--- config.mk ---
export PLATFORM = sky130hd
export DESIGN_NAME = lruk_ctrl
export DESIGN_NICKNAME = d
export VERILOG_FILES = /design/src/rtl/core/lruk_pkg.sv /design/src/rtl/core/lruk_ctrl.sv
export SDC_FILE = /design/constraint.sdc
export NUM_CORES = 1
export LEC_CHECK = 0
export BUFFER_PORTS_ARGS = -buffer_cell sky130_fd_sc_hd__buf_2
export CAP_MARGIN = 20
export CORE_AREA = 8 8 45 47
export DETAILED_ROUTE_END_ITERATION = 6
export DIE_AREA = 0 0 53 55
export PLACE_DENSITY_LB_ADDON = 0.3
export SYNTH_ARGS = -nofsm -noshare
export SYNTH_HDL_FRONTEND = slang
export SYNTH_SLANG_ARGS = --single-unit
--- constraint.sdc ---
create_clock -name clk -period 2.7 [get_ports clk]
set_clock_uncertainty 0.05 [all_clocks]
set_input_delay 0.27 -clock clk [delete_from_list [all_inputs] [get_ports clk]]
set_output_delay 0.27 -clock clk [all_outputs]
set_load 0.005 [all_outputs]
--- src/rtl/core/lruk_pkg.sv ---
// Shared constants, types and the stamp update function of the LRU-K cache policy.
package lruk_pkg;

    localparam int CACHE_ENTRIES = 16;
    localparam int HIST_ENTRIES  = 16;
    localparam int K_MAX         = 4;
    localparam int KEY_BITS      = 32;
    localparam int VALUE_BITS    = 32;
    localparam int STAMP_BITS    = 32;

    localparam int SCAN_LEN  = (CACHE_ENTRIES > HIST_ENTRIES) ? CACHE_ENTRIES : HIST_ENTRIES;
    localparam int SIDX_BITS = (SCAN_LEN > 1) ? $clog2(SCAN_LEN) : 1;
    localparam int CIDX_BITS = (CACHE_ENTRIES > 1) ? $clog2(CACHE_ENTRIES) : 1;
    localparam int HIDX_BITS = (HIST_ENTRIES > 1) ? $clog2(HIST_ENTRIES) : 1;
    localparam int CNT_BITS  = $clog2(K_MAX + 1);
    localparam int USED_BITS = $clog2(CACHE_ENTRIES + 1);
    localparam int K_BITS    = 3;
    localparam int LIM_BITS  = 5;
    localparam int CFG_BITS  = 5;
    localparam int CNT_OUT_BITS = 3;

    typedef enum logic [1:0] {
        FUNC_GET   = 2'd0,
        FUNC_PUT   = 2'd1,
        FUNC_CLEAR = 2'd2,
        FUNC_NOP   = 2'd3
    } func_t;

    typedef enum logic {
        CFG_K_DEPTH     = 1'b0,
        CFG_CACHE_LIMIT = 1'b1
    } cfg_idx_t;

    typedef enum logic [1:0] {
        ST_IDLE = 2'd0,
        ST_SCAN = 2'd1,
        ST_EXEC = 2'd2
    } state_t;

    typedef struct packed {
        logic                 load;
        logic                 scan_en;
        logic [SIDX_BITS-1:0] scan_idx;
        logic                 exec_en;
    } ctrl_t;

    typedef logic [K_MAX-1:0][STAMP_BITS-1:0] stamps_t;

    typedef struct packed {
        stamps_t             st;
        logic [CNT_BITS-1:0] n;
    } stamp_res_t;

    // Append the clock to a stamp list, dropping the oldest stamp once when over k.
    function automatic stamp_res_t take_stamp(stamps_t st, logic [CNT_BITS-1:0] n,
                                              logic [CNT_BITS-1:0] k,
                                              logic [STAMP_BITS-1:0] clk_val);
        stamp_res_t r;
        int i;
        r.st = st;
        r.n  = n;
        if (r.n > CNT_BITS'(K_MAX))
        begin
            r.n = CNT_BITS'(K_MAX);
        end
        if ((({1'b0, r.n} + 1'b1) > {1'b0, k}) && (r.n != '0))
        begin
            for (i = 0; i < K_MAX - 1; i++)
            begin
                if ((i + 1) < int'(r.n))
                begin
                    r.st[i] = r.st[i + 1];
                end
            end
            r.n = r.n - 1'b1;
        end
        if (r.n < CNT_BITS'(K_MAX))
        begin
            for (i = 0; i < K_MAX; i++)
            begin
                if (i == int'(r.n))
                begin
                    r.st[i] = clk_val;
                end
            end
            r.n = r.n + 1'b1;
        end
        return r;
    endfunction

endpackage

--- src/rtl/core/lruk_ctrl.sv ---
// Sequencer that walks the table scan and then issues the update cycle.
module lruk_ctrl
(
    input  logic           clk,
    input  logic           rst_n,
    input  logic           start,
    output logic           busy,
    output lruk_pkg::ctrl_t ctrl
);

    lruk_pkg::state_t                 state_reg;
    lruk_pkg::state_t                 state_next;
    logic [lruk_pkg::SIDX_BITS-1:0]   idx_reg;
    logic [lruk_pkg::SIDX_BITS-1:0]   idx_next;
    logic                             last_idx;

    assign last_idx = (idx_reg == lruk_pkg::SIDX_BITS'(lruk_pkg::SCAN_LEN - 1));

    always_ff @(posedge clk or negedge rst_n)
    begin
        if (!rst_n)
        begin
            state_reg <= lruk_pkg::ST_IDLE;
            idx_reg   <= '0;
        end
        else
        begin
            state_reg <= state_next;
            idx_reg   <= idx_next;
        end
    end

    always_comb
    begin
        state_next = state_reg;
        idx_next   = idx_reg;
        case (state_reg)
            lruk_pkg::ST_IDLE:
            begin
                idx_next = '0;
                if (start)
                begin
                    state_next = lruk_pkg::ST_SCAN;
                end
            end
            lruk_pkg::ST_SCAN:
            begin
                if (last_idx)
                begin
                    state_next = lruk_pkg::ST_EXEC;
                end
                else
                begin
                    idx_next = idx_reg + 1'b1;
                end
            end
            lruk_pkg::ST_EXEC:
            begin
                state_next = lruk_pkg::ST_IDLE;
            end
            default:
            begin
                state_next = lruk_pkg::ST_IDLE;
            end
        endcase
    end

    always_comb
    begin
        busy          = 1'b0;
        ctrl.load     = 1'b0;
        ctrl.scan_en  = 1'b0;
        ctrl.exec_en  = 1'b0;
        ctrl.scan_idx = idx_reg;
        case (state_reg)
            lruk_pkg::ST_IDLE:
            begin
                ctrl.load = start;
            end
            lruk_pkg::ST_SCAN:
            begin
                busy         = 1'b1;
                ctrl.scan_en = 1'b1;
            end
            lruk_pkg::ST_EXEC:
            begin
                busy         = 1'b1;
                ctrl.exec_en = 1'b1;
            end
            default:
            begin
                busy = 1'b0;
            end
        endcase
    end

endmodule

==> out/summary.txt, run 1 <==
Status: completed
Min setup slack post-route: 1.12 ns
CORE AREA: 0.00138 mm2
ANT nets after route: 0
Pleak: 0.222 nW
FF+latch count, synth: 6
Cell variety after synth: 21
Arr. time, crit path: 1.26 ns
CTS H-tree lvls: 1
Worst min path class: in -> reg
CTS Buf Count: 3
Die height: 55 um
Dpl hpwl: 624 um
Setup tns final: 0 ns
Pin count of the biggest net entering global routing: 13
RD Place Congestion: 0.713
Final Hold Fails: 0
Worst Path Buf+Inv: 2
Port-buffer cells: 10
Critical Path RT: 2.38 ns
Global-route wire length before repair: 1.44 mm
Ys Warns: 0
Fmax: 632 MHz
Post-Place Worst Slack: 1.35 ns
Post-CTS Resized: 0
1st-pass router iterations: 4
Post-Synth Adder-Cell Area: 0.132
Critical path class: reg -> out
Worst-path clk slew: 0.05 ns
# DRC: 0
Clock Latency Late Sink: 0.24 ns
Vias per inst: 4.87
Crit path cell chain: inv_1, ha_1, buf_2
# IOs: 11
Sequential area share after synthesis: 0.397
Share of the core filled with cells: 0.338
Largest family of logic cells by synthesized area: simple AND/OR/NAND/NOR gates
Avg Cell Area, Syn: 9.45 um2
Commonest non-fill, non-tap cells in the layout: 10 x buf_2, 6 x dfrtp_1, 4 x ha_1
Minimum clock period: 1.58 ns
Ratio of cells with drive above 1 in the final layout: 0.269
RSZ-0062 raised after global routing: false
Max-Cap Viols: 0
Drt first-iter violations: 8
CP delay by family, top: adder cells
Slew Limit Fails: 0
Synth Area in Compound Gates: 0.169
Multi-input logic area: 204 um2
Period utilization: 0.586
CTS tree: built
Sink Count: 6
Simple-gate share of the synthesized area: 0.215
Die ar.: 0.00292 mm2
Routed vias: 331
CTS Buffer Depth: 2
Power density of the placed cells: 873 mW/mm2
Final setup viols: 0
Gate Count Post-Synth: 40
Commonest non-fill, non-tap cell in the layout: buf_2
Nets@finish: 61
CP max FO: 12
Mapped Area: 378 um2
Ant. Diodes: 0
Initial Utilization: 0.273
Crit-path max cell delay: 0.38 ns
Slew of the pin with the lowest slew margin: 0.362 ns
Slew headroom: 0.758
Root Driver: clkbuf_4
Die Wd: 53 um
Post-synthesis mux area share: 0
All-Layer GR Usage: 0.0719
XOR/XNOR Fraction of Synth Area: 0.0232
FF+latch area: 150 um2
Fillers: 146
Final wirelength: 815 um
Gr ovfl total: 0
Syn Nets: 47
Startpoint Class: flop
Peak VDD IR: 337 uV
Initial antenna violation count: 0
CP Capture Type: output port
Routed WL per cell: 12.0 um
Max stage delay cell, worst path: ha_1
Layout area overhead: 23.8%
Max reg flops: 4
# rows: 14
Number of global-route vias before repair: 306
==> cells in the mapped netlist <==
cell type  count  area (um2)
a21oi_1        3        15.0
a22o_1         1        8.76
a311oi_1       1        8.76
a31oi_1        1        6.26
and2_1         1        6.26
buf_2          1        5.00
buf_4          1        7.51
dfrtp_1        6         150
ha_1           4        50.1
inv_1          3        11.3
nand2_1        3        11.3
nand3_1        2        10.0
nand3_4        1        17.5
nand4b_1       1        8.76
nor2_1         3        11.3
nor2b_1        1        6.26
nor3_1         2        10.0
o211ai_1       1        7.51
o21a_1         1        7.51
o21ai_0        2        10.0
xor2_1         1        8.76
==> layout make-up <==
type	count	share of cell area
Inverter	3	0.0241
Timing Repair Buffer	11	0.128
Tap cell	16	0.0428
Sequential cell	6	0.321
Multi-Input combinational cell	29	0.436
Clock buffer	3	0.0481
==> worst min-delay path, cell delays in order <==
cell      delay, ns
buf_2          0.11
nor2_1         0.08
a311oi_1       0.05
==> kinds of logic after synthesis <==
kind of cell | Yosys count
compound gates | 10
xor+xnor | 1
fa+ha+maj | 4
buf+inv | 5
flops | 6
simple gates | 14
==> path summary, 6_finish.rpt <==
path | startpoint | end | slack (ns) | cells after the start
hold / removal | start | state_reg[0]$_DFFE_PN0P_ | 0.26 | 3
setup / recovery | state_reg[1]$_DFFE_PN0P_ | ctrl[5] | 1.12 | 3
min in group asynchronous | rst_n | state_reg[0]$_DFFE_PN0P_ | 0.33 | 2
setup reg to reg | idx_reg[0]$_DFFE_PN0P_ | idx_reg[0]$_DFFE_PN0P_ | 1.34 | 4
hold reg to reg | state_reg[0]$_DFFE_PN0P_ | state_reg[0]$_DFFE_PN0P_ | 0.56 | 2
max in group asynchronous | rst_n | state_reg[1]$_DFFE_PN0P_ | 2.12 | 2
==> routing by layer <==
metal,up-vias,GRT usage,part of all wire
met2,11,0.0957,0.46
met5,-,0,0
met1,151,0.0829,0.43
met3,2,0.0588,0.094
met4,0,0.0259,0.015
li1,167,-,-
==> stage by stage <==
step	hold slack (ns)	instance area [um2]	power, W	std cells
floorplan	-0.0756	378	0.000277	40
global placement	0.0576	435	0.000328	64
detailed placement	0.0570	435	0.000329	64
CTS	0.252	468	0.000418	68
global route	0.269	468	0.000452	68
finish	0.255	468	0.000409	68
==> report_power, final <==
part	internal [W]	total, W	switching, W
combinational	0.0000806	0.000175	0.0000943
clock	0.0000504	0.0000846	0.0000342
sequential	0.000114	0.000149	0.0000350
==> timing repair <==
action,CTS,global route
hold endpoints to repair,6,0
buffers inserted,0,0
hold buffers,1,0
Note: power is estimated with default switching activity, not from simulation.
==> run 2: changes to the inputs <==
ABC_AREA = 1   (was unset)
clock period = 1.6 ns   (was 2.7 ns; I/O delays follow)
==> run 2 against run 1 <==
Effect of this change: die area unchanged; sequential share of layout area down 0.59 points; clock-buffer cell count unchanged; worst hold slack worse by 0.043 ns; flip-flop and latch count unchanged; critical path depth unchanged; sequential power up 99%; largest cell class unchanged; highest routed layer unchanged.
==> out/summary.txt, run 2 <==
Status: completed
Multi-input logic area: 198 um2 (-3.1%)
Final Hold Fails: 0 (unchanged)
Seq pwr share: 0.338 (-0.027)
Critical Path RT: 1.39 ns (-0.99 ns)
Die height: 55 um (unchanged)
Commonest non-fill, non-tap cells in the layout: 19 x nand2_1, 10 x buf_2, 7 x inv_1, 7 x nand3_1, 6 x dfrtp_1
Sequential area share after synthesis: 0.393 (-0.00391)
Post-Synth Adder-Cell Area: 0.131 (-0.00130)
Commonest non-fill, non-tap cell in the layout: nand2_1
Period utilization: 0.859
RSZ-0062 raised after global routing: false
Sw Ratio: 0.440 (+0.0405)
Post-Place Worst Slack: 0.349 ns (-0.997 ns)
FF+latch area: 150 um2 (unchanged)
Mapped Area: 382 um2 (+0.99%)
Reg-to-reg endpoint: idx_reg[3]$_DFFE_PN0P_
Internal power: 0.000492 W (+100%)
Arr. time, crit path: 1.16 ns (-0.10 ns)
Routed WL per cell: 9.45 um (-21%)
1st-pass router iterations: 4 (unchanged)
Worst-path clk slew: 0.04 ns (about the same)
EDFF count, synth: 0 (unchanged)
Largest cells by area after synthesis: dfrtp_1 39%, nand2_1 19%, ha_1 13%
Logic pwr share: 0.515 (+0.087)
CTS Buf Count: 3 (unchanged)
Min setup slack post-route: 0.225 ns (-0.892 ns)
Power density of the placed cells: 1840 mW/mm2 (+110%)
Fmax: 727 MHz
Ant. Diodes: 0 (unchanged)
Pin count of the biggest net entering global routing: 8 (-5)
Slew headroom: 0.824 (+0.0657)
Yosys top cell area share: 0.393 (-0.00391)
Max-Cap Viols: 0 (unchanged)
Gr ovfl total: 0 (unchanged)
CTS Buffer Depth: 2 (unchanged)
Slew of the pin with the lowest slew margin: 0.264 ns (-0.0986 ns)
Cell variety after synth: 11 (-48%)
Share of the core filled with cells: 0.344 (+0.00633)
Peak VDD IR: 483 uV (+44%)
Post-synthesis mux area share: 0 (unchanged)
ANT nets after route: 0 (unchanged)
Clock Latency Late Sink: 0.23 ns (about the same)
Post-CTS Resized: 0 (unchanged)
Final setup viols: 0 (unchanged)
Top_reg_cell synth: dfrtp_1
# DRC: 0 (unchanged)
Setup tns final: 0 ns (unchanged)
Clk network pwr share: 0.148 (-0.059)
CP Capture Type: output port
Area leader, netlist: dfrtp_1
Ys Warns: 0 (unchanged)
Nets@finish: 71 (+16%)
Gate Count Post-Synth: 49 (+23%)
All-Layer GR Usage: 0.0593 (-0.0126)
Critical path depth: 3 (unchanged)
Number of global-route vias before repair: 314 (+2.6%)
Routed vias: 352 (+6.3%)
Dpl cells: 74 (+16%)
CP delay by family, top: flip-flops
Root Driver: clkbuf_4
CTS tree: built
Die Wd: 53 um (unchanged)
Most frequent cells after synthesis: 19 x nand2_1, 7 x inv_1, 7 x nand3_1
Ratio of cells with drive above 1 in the final layout: 0.258 (-0.0112)
Vias per inst: 4.51 (-7.3%)
Startpoint Class: flop
CORE AREA: 0.00138 mm2 (unchanged)
Top-count cell post-synth: nand2_1
# rows: 14 (unchanged)
Syn Nets: 56 (+19%)
Global-route wire length before repair: 1.27 mm (-12%)
CTS H-tree lvls: 1 (unchanged)
Pleak: 0.288 nW (+30%)
Simple-gate share of the synthesized area: 0.367 (+0.152)
Crit path cell chain: inv_1, ha_1, buf_2
Layout area overhead: 24.9%
Worst reg2reg startpoint: state_reg[1]$_DFFE_PN0P_
Max reg flops: 4 (unchanged)
Critical path class: reg -> out
Critical Path Sink: ctrl[5]
Minimum clock period: 1.37 ns
Worst Setup SP: state_reg[1]$_DFFE_PN0P_
Port-buffer cells: 10 (unchanged)
Ys async rst share: 1.00 (unchanged)
Dpl hpwl: 631 um (+1.1%)
R2R cell count: 6 (+2)
Fillers: 161 (+10%)
Worst Path Buf+Inv: 2 (unchanged)
Worst min path class: in -> reg
P_sw: 0.000387 W (+140%)
Crit-path max cell delay: 0.38 ns (about the same)
Largest family of logic cells by synthesized area: simple AND/OR/NAND/NOR gates
Sink Count: 6 (unchanged)
FF+latch count, synth: 6 (unchanged)
Die ar.: 0.00292 mm2 (unchanged)
CP max FO: 6 (-6)
Flop-to-flop setup slack: 0.35 ns (-0.99 ns)
Synth Area in Compound Gates: 0.0197 (-0.149)
RD Place Congestion: 0.722 (+1.2%)
# IOs: 11 (unchanged)
Initial Utilization: 0.276 (+0.00271)
Post-CTS Setup Inserts: 0 (unchanged)
Drt first-iter violations: 13 (+5)
XOR/XNOR Fraction of Synth Area: 0 (-0.0232)
Non-filler cells, final: 78 (+15%)
Slew Limit Fails: 0 (unchanged)
Initial antenna violation count: 0 (unchanged)
Avg Cell Area, Syn: 7.79 um2 (-18%)
Max stage delay cell, worst path: dfrtp_1
Final wirelength: 737 um (-9.6%)
[run 2: cell types whose count changed after synthesis, moves of 2 or more]
cell / change
a21oi_1: -3
inv_1: +4
nand2_1: +16
nand3_1: +5
nor2_1: -3
nor3_1: -2
o21ai_0: -2
[run 2: cell families (layout without fill, tap and decap cells)]
group	Yosys count	in the layout
AND/OR/NAND/NOR	30	30
flip-flops	6	6
adder cells (fa/ha/maj)	4	4
buffers and inverters	8	21
AO/OA/AOI/OAI	1	1
[run 2: power by group through the flow]
stage          Combinational (W)  Clock, W  Sequential (W)
2_1_floorplan           0.000314         0        0.000292
3_3_place_gp            0.000457         0        0.000298
3_5_place_dp            0.000464         0        0.000298
4_1_cts                 0.000467  0.000136        0.000295
5_1_grt                 0.000540  0.000149        0.000306
6_report                0.000453  0.000130        0.000297
[run 2: timing repair]
action / in CTS / in global routing
hold buffers: 1 / 0
endpoints found under the hold margin: 6 / 0
endpoints found under the setup margin: 0 / 0
[run 2: through the flow]
| stage | cell area [um2] | hold slack, ns | total power, W |
|---|---|---|---|
| detailed placement | 444 | -0.0627 | 0.000762 |
| finish | 477 | 0.212 | 0.000879 |
| floorplan | 382 | -0.186 | 0.000606 |
| global route | 477 | 0.252 | 0.000995 |
| global placement | 444 | -0.0637 | 0.000755 |
| CTS | 477 | 0.211 | 0.000898 |
[run 2: worst min path at each step]
stage,startpoint,to,cells after the start
finish,start,state_reg[0]$_DFFE_PN0P_,5
global route,rst_n,state_reg[0]$_DFFE_PN0P_,2
CTS,start,state_reg[0]$_DFFE_PN0P_,5
detailed placement,rst_n,idx_reg[0]$_DFFE_PN0P_,1
global placement,rst_n,idx_reg[0]$_DFFE_PN0P_,1
floorplan,rst_n,idx_reg[0]$_DFFE_PN0P_,0
[run 2: area by class of cell]
| type | count | share of cell area |
|---|---|---|
| Multi-Input combinational cell | 35 | 0.415 |
| Inverter | 7 | 0.0551 |
| Tap cell | 16 | 0.0420 |
| Clock buffer | 3 | 0.0472 |
| Sequential cell | 6 | 0.315 |
| Timing Repair Buffer | 11 | 0.126 |
[run 2: tightest hold or removal path, delay by kind of cell]
family        cells  cell delay [ns]
buf+inv           2             0.14
simple gates      3             0.15
[run 2: metal layers]
layer | wire, um | vias up | GRT usage | share of wire
li1 | - | 183 | - | -
met1 | 314 | 156 | 0.0646 | 0.43
met2 | 328 | 11 | 0.0918 | 0.45
met3 | 77 | 2 | 0.0267 | 0.10
met4 | 17 | 0 | 0.0388 | 0.023
met5 | 0 | - | 0 | 0
==> run 3: changes to the inputs <==
ABC_AREA = 0   (was 1)
CTS_CLUSTER_DIAMETER = 100   (was unset)
==> run 3 against run 2 <==
Effect of this change: clock power is 5% higher; clock-buffer cell count did not move; setup slack worse by 0.071 ns; combinational power is 30% lower; critical path depth rose by 1; design area down 0.26%; global-route usage increased by 0.67 points; via count decreased by 5.1%; sequential power down 16%; first-iteration DRC count is 7.7% lower; total power down 20%; critical endpoint is now ctrl[6]; highest routed layer is now met3.
==> out/summary.txt, run 3 (synthesis results as in run 1) <==
Worst-path clk slew: 0.04 ns (about the same)
Port-buffer cells: 10 (unchanged)
Critical Path RT: 1.39 ns (about the same)
R2R cell count: 4 (-2)
CTS H-tree lvls: 1 (unchanged)
Final setup viols: 0 (unchanged)
Multi-input logic area: 204 um2 (+3.2%)
Die height: 55 um (unchanged)
All-Layer GR Usage: 0.0659 (+0.00666)
Arr. time, crit path: 1.24 ns (+0.08 ns)
Ant. Diodes: 0 (unchanged)
Startpoint Class: flop
Minimum clock period: 1.45 ns (+0.0706 ns)
Worst Hold Endpoint: state_reg[0]$_DFFE_PN0P_
Pleak: 0.227 nW (-21%)
Pin count of the biggest net entering global routing: 11 (+3)
Worst reg2reg startpoint: idx_reg[1]$_DFFE_PN0P_
Initial antenna violation count: 0 (unchanged)
CTS Buf Count: 3 (unchanged)
Ratio of cells with drive above 1 in the final layout: 0.283 (+0.0250)
Hold wc startpoint: start
Min setup slack post-route: 0.155 ns (-0.0706 ns)
Max-Cap Viols: 0 (unchanged)
Routed vias: 334 (-5.1%)
Die Wd: 53 um (unchanged)
CP Capture Type: output port
Slew Limit Fails: 0 (unchanged)
Final wirelength: 786 um (+6.6%)
Period utilization: 0.903 (+0.0441)
FF+latch area: 150 um2 (unchanged)
# DRC: 0 (unchanged)
CORE AREA: 0.00138 mm2 (unchanged)
Nets@finish: 62 (-13%)
CTS tree: built
Slew of the pin with the lowest slew margin: 0.300 ns (+0.0361 ns)
Drt first-iter violations: 12 (-1)
Layout area overhead: 25.8%
CP max FO: 5 (-1)
Worst min path class: in -> reg
Number of global-route vias before repair: 291 (-7.3%)
Vias per inst: 4.84 (+7.3%)
Initial Utilization: 0.273 (-0.00271)
Power density of the placed cells: 1480 mW/mm2 (-20%)
Worst hold stages: 3 (-2)
# IOs: 11 (unchanged)
Status: completed
Flop-to-flop setup slack: 0.25 ns (-0.10 ns)
Critical path class: reg -> out
Slew headroom: 0.800 (-0.0241)
Hold buffers post-CTS: 1 (unchanged)
1st-pass router iterations: 5 (+1)
Final Hold Fails: 0 (unchanged)
Clock Latency Late Sink: 0.24 ns (about the same)
RD Place Congestion: 0.726 (+0.62%)
Sink Count: 6 (unchanged)
Reg-to-reg endpoint: idx_reg[0]$_DFFE_PN0P_
# rows: 14 (unchanged)
RSZ-0062 raised after global routing: false
Routed WL per cell: 11.4 um (+21%)
Global-route wire length before repair: 1.35 mm (+6.0%)
ANT nets after route: 0 (unchanged)
CTS Buffer Depth: 2 (unchanged)
Post-Place Worst Slack: 0.252 ns (-0.0969 ns)
Gr ovfl total: 0 (unchanged)
Peak VDD IR: 775 uV (+60%)
Post-CTS Resized: 0 (unchanged)
Dpl hpwl: 624 um (-1.0%)
Root Driver: clkbuf_4
Commonest non-fill, non-tap cell in the layout: buf_2
Die ar.: 0.00292 mm2 (unchanged)
Commonest non-fill, non-tap cells in the layout: 10 x buf_2, 6 x dfrtp_1, 4 x ha_1
Fillers: 146 (-9.3%)
Fmax: 692 MHz (-4.9%)
Setup tns final: 0 ns (unchanged)
Post-CTS Setup Inserts: 0 (unchanged)
Max reg flops: 4 (unchanged)
==> run 3: report_power, final <==
part | internal (W) | switching [W] | leakage (nW)
Sequential | 0.000193 | 0.0000572 | 0.0795
Clock | 0.0000847 | 0.0000527 | 0.0138
Combinational | 0.000150 | 0.000166 | 0.134
==> run 3: per-layer routing <==
metal | wire length (um) | GRT usage
met1 | 355 | 0.0802
met2 | 348 | 0.0820
met3 | 82 | 0.0535
met4 | 0 | 0.0259
met5 | 0 | 0
==> run 3: worst max-delay path, cell delays in order, from the launching register on <==
cell and delay [ns]:
dfrtp_1 0.40, inv_1 0.11, ha_1 0.24, and2_1 0.14
buf_2 0.10
==> run 3: final cells by class <==
type,instances,share of cell area
clock buffer,3,0.0474
inverter,3,0.0237
multi-input combinational,29,0.429
sequential,6,0.316
tap,16,0.0421
timing repair buffer,12,0.142
==> run 3: through the flow <==
stage / instance area (um2) / hold WS (ns) / total power [W] / cells / util
detailed placement: 443 / -0.0521 / 0.000574 / 65 / 0.320
global route: 475 / 0.169 / 0.000778 / 69 / 0.344
global placement: 443 / -0.0528 / 0.000567 / 65 / 0.320
finish: 475 / 0.152 / 0.000704 / 69 / 0.344
CTS: 475 / 0.144 / 0.000722 / 69 / 0.344
floorplan: 378 / -0.186 / 0.000468 / 40 / -
==> run 3: worst max path at each step <==
stage	endpoint	from
after floorplan	idx_reg[0]$_DFFE_PN0P_	idx_reg[0]$_DFFE_PN0P_
after global placement	idx_reg[0]$_DFFE_PN0P_	idx_reg[0]$_DFFE_PN0P_
after detailed placement	idx_reg[0]$_DFFE_PN0P_	idx_reg[1]$_DFFE_PN0P_
after CTS	ctrl[6]	state_reg[0]$_DFFE_PN0P_
after global routing	ctrl[6]	state_reg[0]$_DFFE_PN0P_
final	ctrl[6]	state_reg[0]$_DFFE_PN0P_
